`config.mk`:
```
export PLATFORM = sky130hd
export DESIGN_NAME = tcw_ctrl
export DESIGN_NICKNAME = d
export VERILOG_FILES = /design/src/design/tcw_pkg.sv /design/src/design/tcw_ctrl.sv
export VERILOG_INCLUDE_DIRS = /design/src /design/src/design
export SDC_FILE = /design/constraint.sdc
export NUM_CORES = 1
export LEC_CHECK = 0
export ABC_AREA = 1
export BUFFER_PORTS_ARGS = -buffer_cell sky130_fd_sc_hd__buf_4
export CELL_PAD_IN_SITES_DETAIL_PLACEMENT = 0
export CELL_PAD_IN_SITES_GLOBAL_PLACEMENT = 1
export CORE_AREA = 2 2 39 41
export DETAILED_ROUTE_END_ITERATION = 8
export DIE_AREA = 0 0 41 43
export PLACE_DENSITY_LB_ADDON = 0.1
export SYNTH_ARGS = -nofsm -noshare
export SYNTH_HDL_FRONTEND = slang
export SYNTH_SLANG_ARGS = --single-unit
```
`constraint.sdc`:
```
create_clock -name aclk -period 2.2 [get_ports aclk]
set_clock_uncertainty 0.2 [all_clocks]
set_input_delay 0.66 -clock aclk [delete_from_list [all_inputs] [get_ports aclk]]
set_output_delay 0.66 -clock aclk [all_outputs]
set_load 0.02 [all_outputs]
```
`src/design/text_console_writer_assert.svh`:
```
// assertion macros for the text console writer modules
// expects aclk and aresetn in the scope of each use
`ifndef TEXT_CONSOLE_WRITER_ASSERT_SVH
`define TEXT_CONSOLE_WRITER_ASSERT_SVH

`ifndef SYNTHESIS
`define TCW_ASSERT(lbl, prop, msg) \
    lbl: assert property (@(posedge aclk) disable iff (!aresetn) (prop)) else $error(msg);
`define TCW_ASSERT_IMP(lbl, ante, cons, msg) \
    lbl: assert property (@(posedge aclk) disable iff (!aresetn) (ante) |-> (cons)) \
        else $error(msg);
`define TCW_ASSERT_NXT(lbl, ante, cons, msg) \
    lbl: assert property (@(posedge aclk) disable iff (!aresetn) (ante) |=> (cons)) \
        else $error(msg);
`else
`define TCW_ASSERT(lbl, prop, msg)
`define TCW_ASSERT_IMP(lbl, ante, cons, msg)
`define TCW_ASSERT_NXT(lbl, ante, cons, msg)
`endif

`endif

```
`src/design/tcw_pkg.sv`:
```
// shared constants, codes and controller/datapath interface types
// for the text console writer; no dependencies
package tcw_pkg;

    localparam int COLUMNS = 80;
    localparam int ROWS    = 25;
    localparam int CELLS   = COLUMNS * ROWS;
    localparam int ADDR_W  = $clog2(CELLS);
    localparam int COL_W   = $clog2(COLUMNS);
    localparam int ROW_W   = $clog2(ROWS);

    localparam int S_DATA_W = 32;
    localparam int M_DATA_W = 32;
    localparam int CROW_OUT_W = 5;
    localparam int CCOL_OUT_W = 7;

    localparam logic [15:0] BLANK_CELL   = 16'h0720;
    localparam logic [7:0]  CHAR_SPACE   = 8'h20;
    localparam logic [7:0]  CHAR_LOW     = 8'd32;
    localparam logic [7:0]  CHAR_HIGH    = 8'd126;
    localparam logic [7:0]  CHAR_NEWLINE = 8'd10;
    localparam logic [7:0]  COLOR_RESET  = 8'h07;

    typedef enum logic [1:0] {
        REQ_PUT_CURSOR = 2'd0,
        REQ_PUT_AT     = 2'd1,
        REQ_CLEAR      = 2'd2,
        REQ_READ       = 2'd3
    } req_t;

    typedef enum logic [1:0] {
        ST_OK     = 2'd0,
        ST_RANGE  = 2'd1,
        ST_REJECT = 2'd2
    } status_t;

    typedef struct packed {
        logic capture;
        logic exec;
        logic sweep_blank;
        logic sweep_clear;
        logic load_out;
    } dp_cmd_t;

    typedef struct packed {
        req_t req;
        logic scroll;
        logic sweep_row_last;
        logic sweep_all_last;
        logic out_valid;
    } dp_stat_t;

endpackage

```
`src/design/tcw_ctrl.sv`:
```
// sequencing state machine: accept, execute, row blank and clear sweeps, result
// depends on tcw_pkg and text_console_writer_assert.svh
`include "text_console_writer_assert.svh"

module tcw_ctrl (
    input  logic                aclk,
    input  logic                aresetn,
    input  logic                s_tvalid,
    output logic                s_tready,
    input  logic                m_tready,
    input  logic                m_tvalid,
    input  tcw_pkg::dp_stat_t   stat,
    output tcw_pkg::dp_cmd_t    cmd
);
    import tcw_pkg::*;

    typedef enum logic [2:0] {
        S_INIT,
        S_IDLE,
        S_EXEC,
        S_BLANK,
        S_CLEAR,
        S_DONE
    } state_t;

    state_t state_reg, state_next;
    logic   out_free;

    assign out_free = !stat.out_valid || m_tready;
    assign s_tready = (state_reg == S_IDLE);

    always_comb begin
        cmd        = '0;
        state_next = state_reg;
        unique case (state_reg)
            S_INIT: begin
                cmd.sweep_clear = 1'b1;
                if (stat.sweep_all_last) begin
                    state_next = S_IDLE;
                end
            end
            S_IDLE: begin
                if (s_tvalid) begin
                    cmd.capture = 1'b1;
                    state_next  = S_EXEC;
                end
            end
            S_EXEC: begin
                cmd.exec = 1'b1;
                if (stat.req == REQ_CLEAR) begin
                    state_next = S_CLEAR;
                end else if (stat.scroll) begin
                    state_next = S_BLANK;
                end else begin
                    state_next = S_DONE;
                end
            end
            S_BLANK: begin
                cmd.sweep_blank = 1'b1;
                if (stat.sweep_row_last) begin
                    state_next = S_DONE;
                end
            end
            S_CLEAR: begin
                cmd.sweep_clear = 1'b1;
                if (stat.sweep_all_last) begin
                    state_next = S_DONE;
                end
            end
            S_DONE: begin
                if (out_free) begin
                    cmd.load_out = 1'b1;
                    state_next   = S_IDLE;
                end
            end
            default: begin
                state_next = S_IDLE;
            end
        endcase
    end

    always_ff @(posedge aclk) begin
        if (!aresetn) begin
            state_reg <= S_INIT;
        end else begin
            state_reg <= state_next;
        end
    end

    `TCW_ASSERT_NXT(a_accept_exec, s_tvalid && s_tready, state_reg == S_EXEC, "accepted item not executed")
    `TCW_ASSERT_NXT(a_exec_next, state_reg == S_EXEC, (state_reg == S_DONE) || (state_reg == S_BLANK) || (state_reg == S_CLEAR), "bad state after execute")
    `TCW_ASSERT_IMP(a_no_overwrite, cmd.load_out, !m_tvalid || m_tready, "result loaded over a waiting one")

endmodule

```
# After elaboration in Yosys (flattened, before gate mapping)
# Cells that the tools add are included.
# Widths: inputs -> output; s select.
# totals
register_bits	3
elab_cells	32
output_inout_bits	6
# op_classes
muxes	15
n_reduce_logical	5
n_eq_ne	11
# op_table
operator	count
$mux 3	7
$pmux 3 s6	1
$ne 2x2->1 const B	5
$mux 1	7
$eq 3x2->1 const B	2
$eq 3x3->1 const B	2
$reduce_and 5->1	1
$eq 3x1->1 const B	1
$logic_not 3->1	1
$eq 2x2->1 const B	1
$reduce_or 2->1	1
$logic_not 1->1	1
$logic_or 1x1->1	1

# Depth between registers and ports, before layout
# Gate-level depths: netlist of run 1.
# logic_depth
ltp_word	4
mapped_depth	9
mapped_depth_nobuf	9

# Least setup slack after synthesis of run 1
# OpenSTA, ideal clock, no wires.
# synth_path
path_kind	input-to-output
startpoint	input m_tready
endpoint	output cmd[0] in the netlist's numbering
stages	2
setup_slack_ps	306
path_buffers	0
t_arrival_ps	1034
required_time_ps	1340
path_cell_list	inv_1 -> a21oi_1
# synth_rtl
item	line_no	rtl
from (decl)	tcw_ctrl.sv:10	input logic m_tready,
to (decl)	tcw_ctrl.sv:13	output tcw_pkg::dp_cmd_t cmd

==> metrics.md, run 1 <==
| Metric | Value |
|---|---|
| Largest delay contributor family on the critical path | flip-flops |
| Proportion of power drawn by combinational gates | 0.513 |
| Synth unique cells | 13 |
| First-pass GRT wire length | 917 um |
| Worst hold path endpoint | state_reg[1]$_SDFFE_PN0P_ |
| Number of violations of the max-capacitance limit | 0 |
| Total detailed-routing wirelength | 650 um |
| Global router's overall resource usage | 0.07924 |
| Starting DRC count in detailed routing | 4 |
| Switching part of the total power | 0.4344 |
| Fraction of the core area covered by cells at the end of the flow | 0.3047 |
| WS Path Type | register to output port |
| Origin of the critical flop-to-flop path | state_reg[2]$_SDFFE_PN0P_ |
| Total count of max-transition violations in the final report | 0 |
| Port bufs | 15 |
| TritonCTS clock tree | yes |
| Register bit count reported by yosys | 3 |
| Drt wl/cell | slightly below 8 um |
| Commonest non-fill, non-tap cell in the layout | sky130_fd_sc_hd__buf_4 |
| Number of remaining DRC errors | 0 |
| Source-to-sink clock delay at the later pin of the worst-skew pair | 230 ps |
| Kind of capture point of the worst setup path | output port |
| Initial antenna violation count | 0 |
| Critical register-to-register path endpoint | state_reg[2]$_SDFFE_PN0P_ |
| Worst supply voltage drop on vdd | 211.7 uV |
| Final setup vio count | 0 |
| Count of yosys warnings during synthesis | 0 |
| Total buffers and inverters traversed by the critical path | 2 |
| Clock network fraction of design power | 0.243 |
| Startpoint Class | register |
| Sequential group share of total power | 0.244 |
| Top-Level Pins | 17 |
| Hold Vio Cnt, Final | 0 |
| Mapped Avg Cell Area | 5.422 um^2 |
| Remaining antenna violation count after routing | 0 |
| Max FFs per register | 3 |
| Die area | 1763 um^2 |
| Outcome | finished, final reports clean |
| Crit-path max FO | 4 |
| Worst hold-check path type | register to register |
| Number of global-route vias before repair | 262 |
| Leakage component of the power | 0.0002469 uW |
| Grt total ovfl | 0 |
| Final layout net count | 79 |
| Detailed-route vias per instance | ~3.8 |
| Count of cells along the worst register-to-register path | 7 |
| Worst R2R Setup Slack | around 850 ps |
| Internal power consumption | 217.5 uW |
| Power density over the cells | 911.9 nW/um^2 |
| Layout cells sized above 1 | 0.3881 |
| Worst slew pin tran | approximately 230 ps |
| Worst Min Path Start | state_reg[1]$_SDFFE_PN0P_ |
| Gp weighted congestion | 0.6452 |
| Clock transition at the registers of the reported paths | around 30 ps |
| Die Height | 43 um |
| Crit path arrival time | between 1000 and 1500 ps |
| Fin crit period | 2026 ps |
| Required @ worst endpoint | 1340 ps |
| Highest clock frequency the design can meet | 493.6 MHz |
| Most frequent cells in the layout | sky130_fd_sc_hd__buf_4 (15), sky130_fd_sc_hd__nand2_1 (14), sky130_fd_sc_hd__inv_1 (9), sky130_fd_sc_hd__nor2_1 (7) |
| Number of H-tree levels | 1 |
| Maximum root-to-sink buffer count | 2 |
| Clock tree root buffer cell | sky130_fd_sc_hd__clkbuf_4 |
| Post-synthesis to final-layout area growth | 62.02% |
| Setup_tns | 0 ps |
| Pin count of the biggest net entering global routing | 7 |
| Total setup buffers inserted after CTS | 0 |
| Share of the yosys chip area belonging to registers | 0.2308 |
| Total core area | 1384 um^2 |
| First-pass DRT Iterations | 4 |
| Mapped Area | 260.3 um^2 |
| Slowest stage delay, CP | 380 ps |
| Hold depth | 2 |
| RSZ-0062 raised after global routing | no |
| Relative slew margins | 0.8491 |
| Standard-cell row count | 14 |
| Cts bufs inserted | 3 |
| Share of the clock period used by the worst path | 0.9209 |
| Cell-by-cell listing of the critical path | inv_1 -> nor2_1 -> nand2_1 -> nor2_2 -> buf_4 |
| Slowest cell on the critical path | sky130_fd_sc_hd__dfxtp_1 |
| Net switching power figure | 167.0 uW |
| Antenna diode count | 0 |
| Syn nets | 59 |
| CTS sink cnt | 3 |
| Setup crit start | state_reg[0]$_SDFFE_PN0P_ |
| Via count | 313 |
| Detailed placement HPWL | 551.5 um |
| Die boundary width | approximately 41 um |
| Post-Synthesis Cells | 48 |
| Initial standard-cell utilization of the core | 0.1881 |
==> per-stage QoR <==
stage / power [uW] / hold WS (ps) / worst slack [ps] / cells / area, um^2
6_report: 384.5 / 366.5 / 174.1 / 83 / 421.7
5_1_grt: 416.6 / 376.5 / 17.49 / 83 / 421.7
4_1_cts: 390.8 / 365.5 / 117.6 / 83 / 419.2
3_5_place_dp: 292.9 / 360.7 / 242.4 / 79 / 392.9
3_3_place_gp: 293.4 / 362.8 / 240.4 / 79 / 392.9
2_1_floorplan: 221.4 / 323.7 / 305.8 / 48 / 260.3
==> layer usage <==
| layer | global-route usage | share of wire | wire [um] | vias to the layer above |
|---|---|---|---|---|
| li1 | - | - | - | 180 |
| met1 | 0.09936 | 0.46 | 297 | 118 |
| met3 | 0.01571 | 0.091 | 59 | 0 |
| met5 | 0 | 0 | 0 | - |
| met2 | 0.1125 | 0.45 | 294 | 15 |
| met4 | 0.06000 | 0 | 0 | 0 |
==> power groups by stage <==
stage	Clock, uW	Sequential [uW]	Combinational, uW
4_1_cts	98.2	94.0	199
2_1_floorplan	0	89.4	132
5_1_grt	99.9	96.2	220
3_5_place_dp	0	94.8	198
6_report	93.6	93.8	197
3_3_place_gp	0	95.0	198
==> cell families after synthesis <==
group	Yosys count	synth area share
AND/OR/NAND/NOR	30	0.5192
buffers and inverters	11	0.1587
AO/OA/AOI/OAI	4	0.09134
flip-flops	3	0.2308
==> worst min-delay path, delay by kind of cell, from the launching register on <==
family        cells  cell delay [ps]
flops             1              350
simple gates      2              170
==> synthesized netlist by cell type <==
master,n,share of area
sky130_fd_sc_hd__o21ai_0,2,0.038
sky130_fd_sc_hd__nor2_2,2,0.048
sky130_fd_sc_hd__nand2_1,14,0.20
sky130_fd_sc_hd__inv_1,9,0.13
sky130_fd_sc_hd__dfxtp_1,3,0.23
sky130_fd_sc_hd__nor2_1,8,0.12
sky130_fd_sc_hd__a21oi_1,1,0.019
sky130_fd_sc_hd__nor3b_1,1,0.029
sky130_fd_sc_hd__nand2_2,1,0.024
sky130_fd_sc_hd__nand3_1,3,0.058
sky130_fd_sc_hd__o21ai_2,1,0.034
sky130_fd_sc_hd__nor2_4,1,0.043
sky130_fd_sc_hd__inv_2,2,0.029
==> final cells by class <==
type / instances / area (um^2)
Clock buffer: 4 / 26.28
Timing Repair Buffer: 15 / 112.6
Inverter: 11 / 41.29
Fill cell: 165 / 962.2
Multi-Input combinational cell: 34 / 161.4
Sequential cell: 3 / 60.06
Tap cell: 16 / 20.02
==> timing repair <==
| item | CTS | global route |
|---|---|---|
| gates resized for setup | 0 | 1 |
| setup endpoints to repair | 0 | 1 |
| hold buffers | 0 | 0 |
==> how the worst max path moves through the flow <==
stage / to / slack, ps / cells after the start
after floorplan: cmd[0] / 310 / 2
after global placement: cmd[4] / 240 / 4
after detailed placement: cmd[4] / 240 / 4
after CTS: cmd[4] / 120 / 5
after global routing: cmd[4] / 20 / 5
final: cmd[4] / 170 / 5
(Power assumes the default switching activity.)
==> run 2: changes to the inputs <==
--- a/config.mk
+++ b/config.mk
@@ -11,6 +11,7 @@
 export CELL_PAD_IN_SITES_DETAIL_PLACEMENT = 0
 export CELL_PAD_IN_SITES_GLOBAL_PLACEMENT = 1
 export CORE_AREA = 2 2 39 41
+export CTS_BUF_LIST = sky130_fd_sc_hd__clkbuf_4 sky130_fd_sc_hd__clkbuf_8
 export DETAILED_ROUTE_END_ITERATION = 8
 export DIE_AREA = 0 0 41 43
 export PLACE_DENSITY_LB_ADDON = 0.1
==> metrics.md, run 2 (synthesis results as in run 1) <==
| Metric | Value |
|---|---|
| Outcome | finished, final reports clean |
| Total core area | 1384 um^2 (unchanged) |
| Required @ worst endpoint | 1340 ps (about the same) |
| WS Path Type | register to output port |
| Initial standard-cell utilization of the core | 0.1881 (unchanged) |
| Number of remaining DRC errors | 0 (unchanged) |
| RSZ-0062 raised after global routing | no |
| Detailed-route vias per instance | 3.843 (+1.9%) |
| Filler cell count | 164 (-0.61%) |
| Maximum root-to-sink buffer count | 2 (unchanged) |
| Total setup buffers inserted after CTS | 0 (unchanged) |
| Starting DRC count in detailed routing | 9 (+5) |
| Max FFs per register | 3 (unchanged) |
| Die Height | 43 um (unchanged) |
| Remaining antenna violation count after routing | 0 (unchanged) |
| Top-Level Pins | 17 (unchanged) |
| Setup_tns | 0 ps (unchanged) |
| TritonCTS clock tree | yes |
| Initial antenna violation count | 0 (unchanged) |
| Worst hold-check path type | register to register |
| Post-synthesis to final-layout area growth | 63.46% |
| Cts bufs inserted | 3 (unchanged) |
| Number of global-route vias before repair | 265 (+1.1%) |
| Drt wl/cell | 7.795 um (-0.46%) |
| Final layout net count | 79 (unchanged) |
| Number of H-tree levels | 1 (unchanged) |
| Commonest non-fill, non-tap cell in the layout | sky130_fd_sc_hd__buf_4 |
| Final setup vio count | 0 (unchanged) |
| Clock transition at the registers of the reported paths | 30 ps (about the same) |
| Crit-path max FO | 4 (unchanged) |
| Fraction of the core area covered by cells at the end of the flow | 0.3074 (+0.002712) |
| Hold Vio Cnt, Final | 0 (unchanged) |
| Kind of capture point of the worst setup path | output port |
| Fin crit period | 2024 ps (-1.861 ps) |
| Port bufs | 15 (unchanged) |
| Detailed placement HPWL | 551.5 um (unchanged) |
| Post-cts resize count | 0 (unchanged) |
| Worst slew pin tran | 232.0 ps (+5.924 ps) |
| Most frequent cells in the layout | sky130_fd_sc_hd__buf_4 (15), sky130_fd_sc_hd__nand2_1 (14), sky130_fd_sc_hd__inv_1 (9), sky130_fd_sc_hd__nor2_1 (7), sky130_fd_sc_hd__clkbuf_4 (4) |
| Startpoint Class | register |
| Global router's overall resource usage | 0.07723 (-0.002006) |
| Via count | 319 (+1.9%) |
| Grt total ovfl | 0 (unchanged) |
| Hold buffers post-CTS | 0 (unchanged) |
| Gp weighted congestion | 0.6452 (unchanged) |
| CTS sink cnt | 3 (unchanged) |
| Layout cells sized above 1 | 0.4030 (+0.01493) |
| Total detailed-routing wirelength | 647 um (-0.46%) |
| Antenna diode count | 0 (unchanged) |
| Worst supply voltage drop on vdd | 211.6 uV (about the same) |
| Power density over the cells | 931.6 nW/um^2 (+2.2%) |
| Total count of max-transition violations in the final report | 0 (unchanged) |
| Minimum setup slack in the final design | 176.0 ps (+1.861 ps) |
| First-pass DRT Iterations | 4 (unchanged) |
| Pin count of the biggest net entering global routing | 7 (unchanged) |
| Die boundary width | 41 um (unchanged) |
| Highest clock frequency the design can meet | 494.1 MHz (about the same) |
| Place WS | 242.4 ps (unchanged) |
| Clock tree root buffer cell | sky130_fd_sc_hd__clkbuf_4 |
| Standard-cell row count | 14 (unchanged) |
| Die area | 1763 um^2 (unchanged) |
| Number of violations of the max-capacitance limit | 0 (unchanged) |
| First-pass GRT wire length | 917 um (unchanged) |
| Share of the clock period used by the worst path | 0.9200 (about the same) |
| Source-to-sink clock delay at the later pin of the worst-skew pair | 230 ps (about the same) |
| Relative slew margins | 0.8451 (-0.003955) |
| Leakage component of the power | 0.0002503 uW (+1.4%) |
| Crit path arrival time | 1160 ps (about the same) |
[run 2: final cells by class]
cell class / instances / area [um^2] / share of cell area
sequential: 3 / 60.06 / 0.1412
inverter: 11 / 41.29 / 0.09706
clock buffer: 4 / 30.03 / 0.07059
timing repair buffer: 15 / 112.6 / 0.2647
multi-input combinational: 34 / 161.4 / 0.3794
tap: 16 / 20.02 / 0.04706
[run 2: worst max-delay path, stage by stage, from the launching register on]
cell	delay, ps
sky130_fd_sc_hd__dfxtp_1	380
sky130_fd_sc_hd__inv_1	70
sky130_fd_sc_hd__nor2_1	120
sky130_fd_sc_hd__nand2_1	100
sky130_fd_sc_hd__nor2_2	110
sky130_fd_sc_hd__buf_4	150
[run 2: stage by stage]
step / instances / power (uW) / hold WS, ps / area, um^2
global route: 83 / 429.3 / 376.5 / 425.4
detailed placement: 79 / 292.9 / 360.7 / 392.9
CTS: 83 / 402.7 / 365.5 / 422.9
finish: 83 / 396.3 / 367.2 / 425.4
floorplan: 48 / 221.4 / 323.7 / 260.3
global placement: 79 / 293.4 / 362.8 / 392.9
[run 2: metal layers]
layer  vias to the layer above  GRT usage  share of wire
met4                         0    0.04000              0
met1                       124    0.09936           0.46
met2                        14     0.1156           0.45
met3                         0    0.01571          0.083
li1                        181          -              -
met5                         -          0              0
[run 2: path summary, 6_finish.rpt]
check | from | to | slack (ps) | cells after the start
worst max-delay path | state_reg[0]$_SDFFE_PN0P_ | cmd[4] | 180 | 5
worst min register to register | state_reg[1]$_SDFFE_PN0P_ | state_reg[1]$_SDFFE_PN0P_ | 370 | 2
worst max register to register | state_reg[2]$_SDFFE_PN0P_ | state_reg[2]$_SDFFE_PN0P_ | 840 | 7
worst min-delay path | state_reg[1]$_SDFFE_PN0P_ | state_reg[1]$_SDFFE_PN0P_ | 370 | 2
[run 2: power by group]
group	internal (uW)	switching (uW)
combinational	79.6	117
clock	80.0	25.3
sequential	70.0	23.9
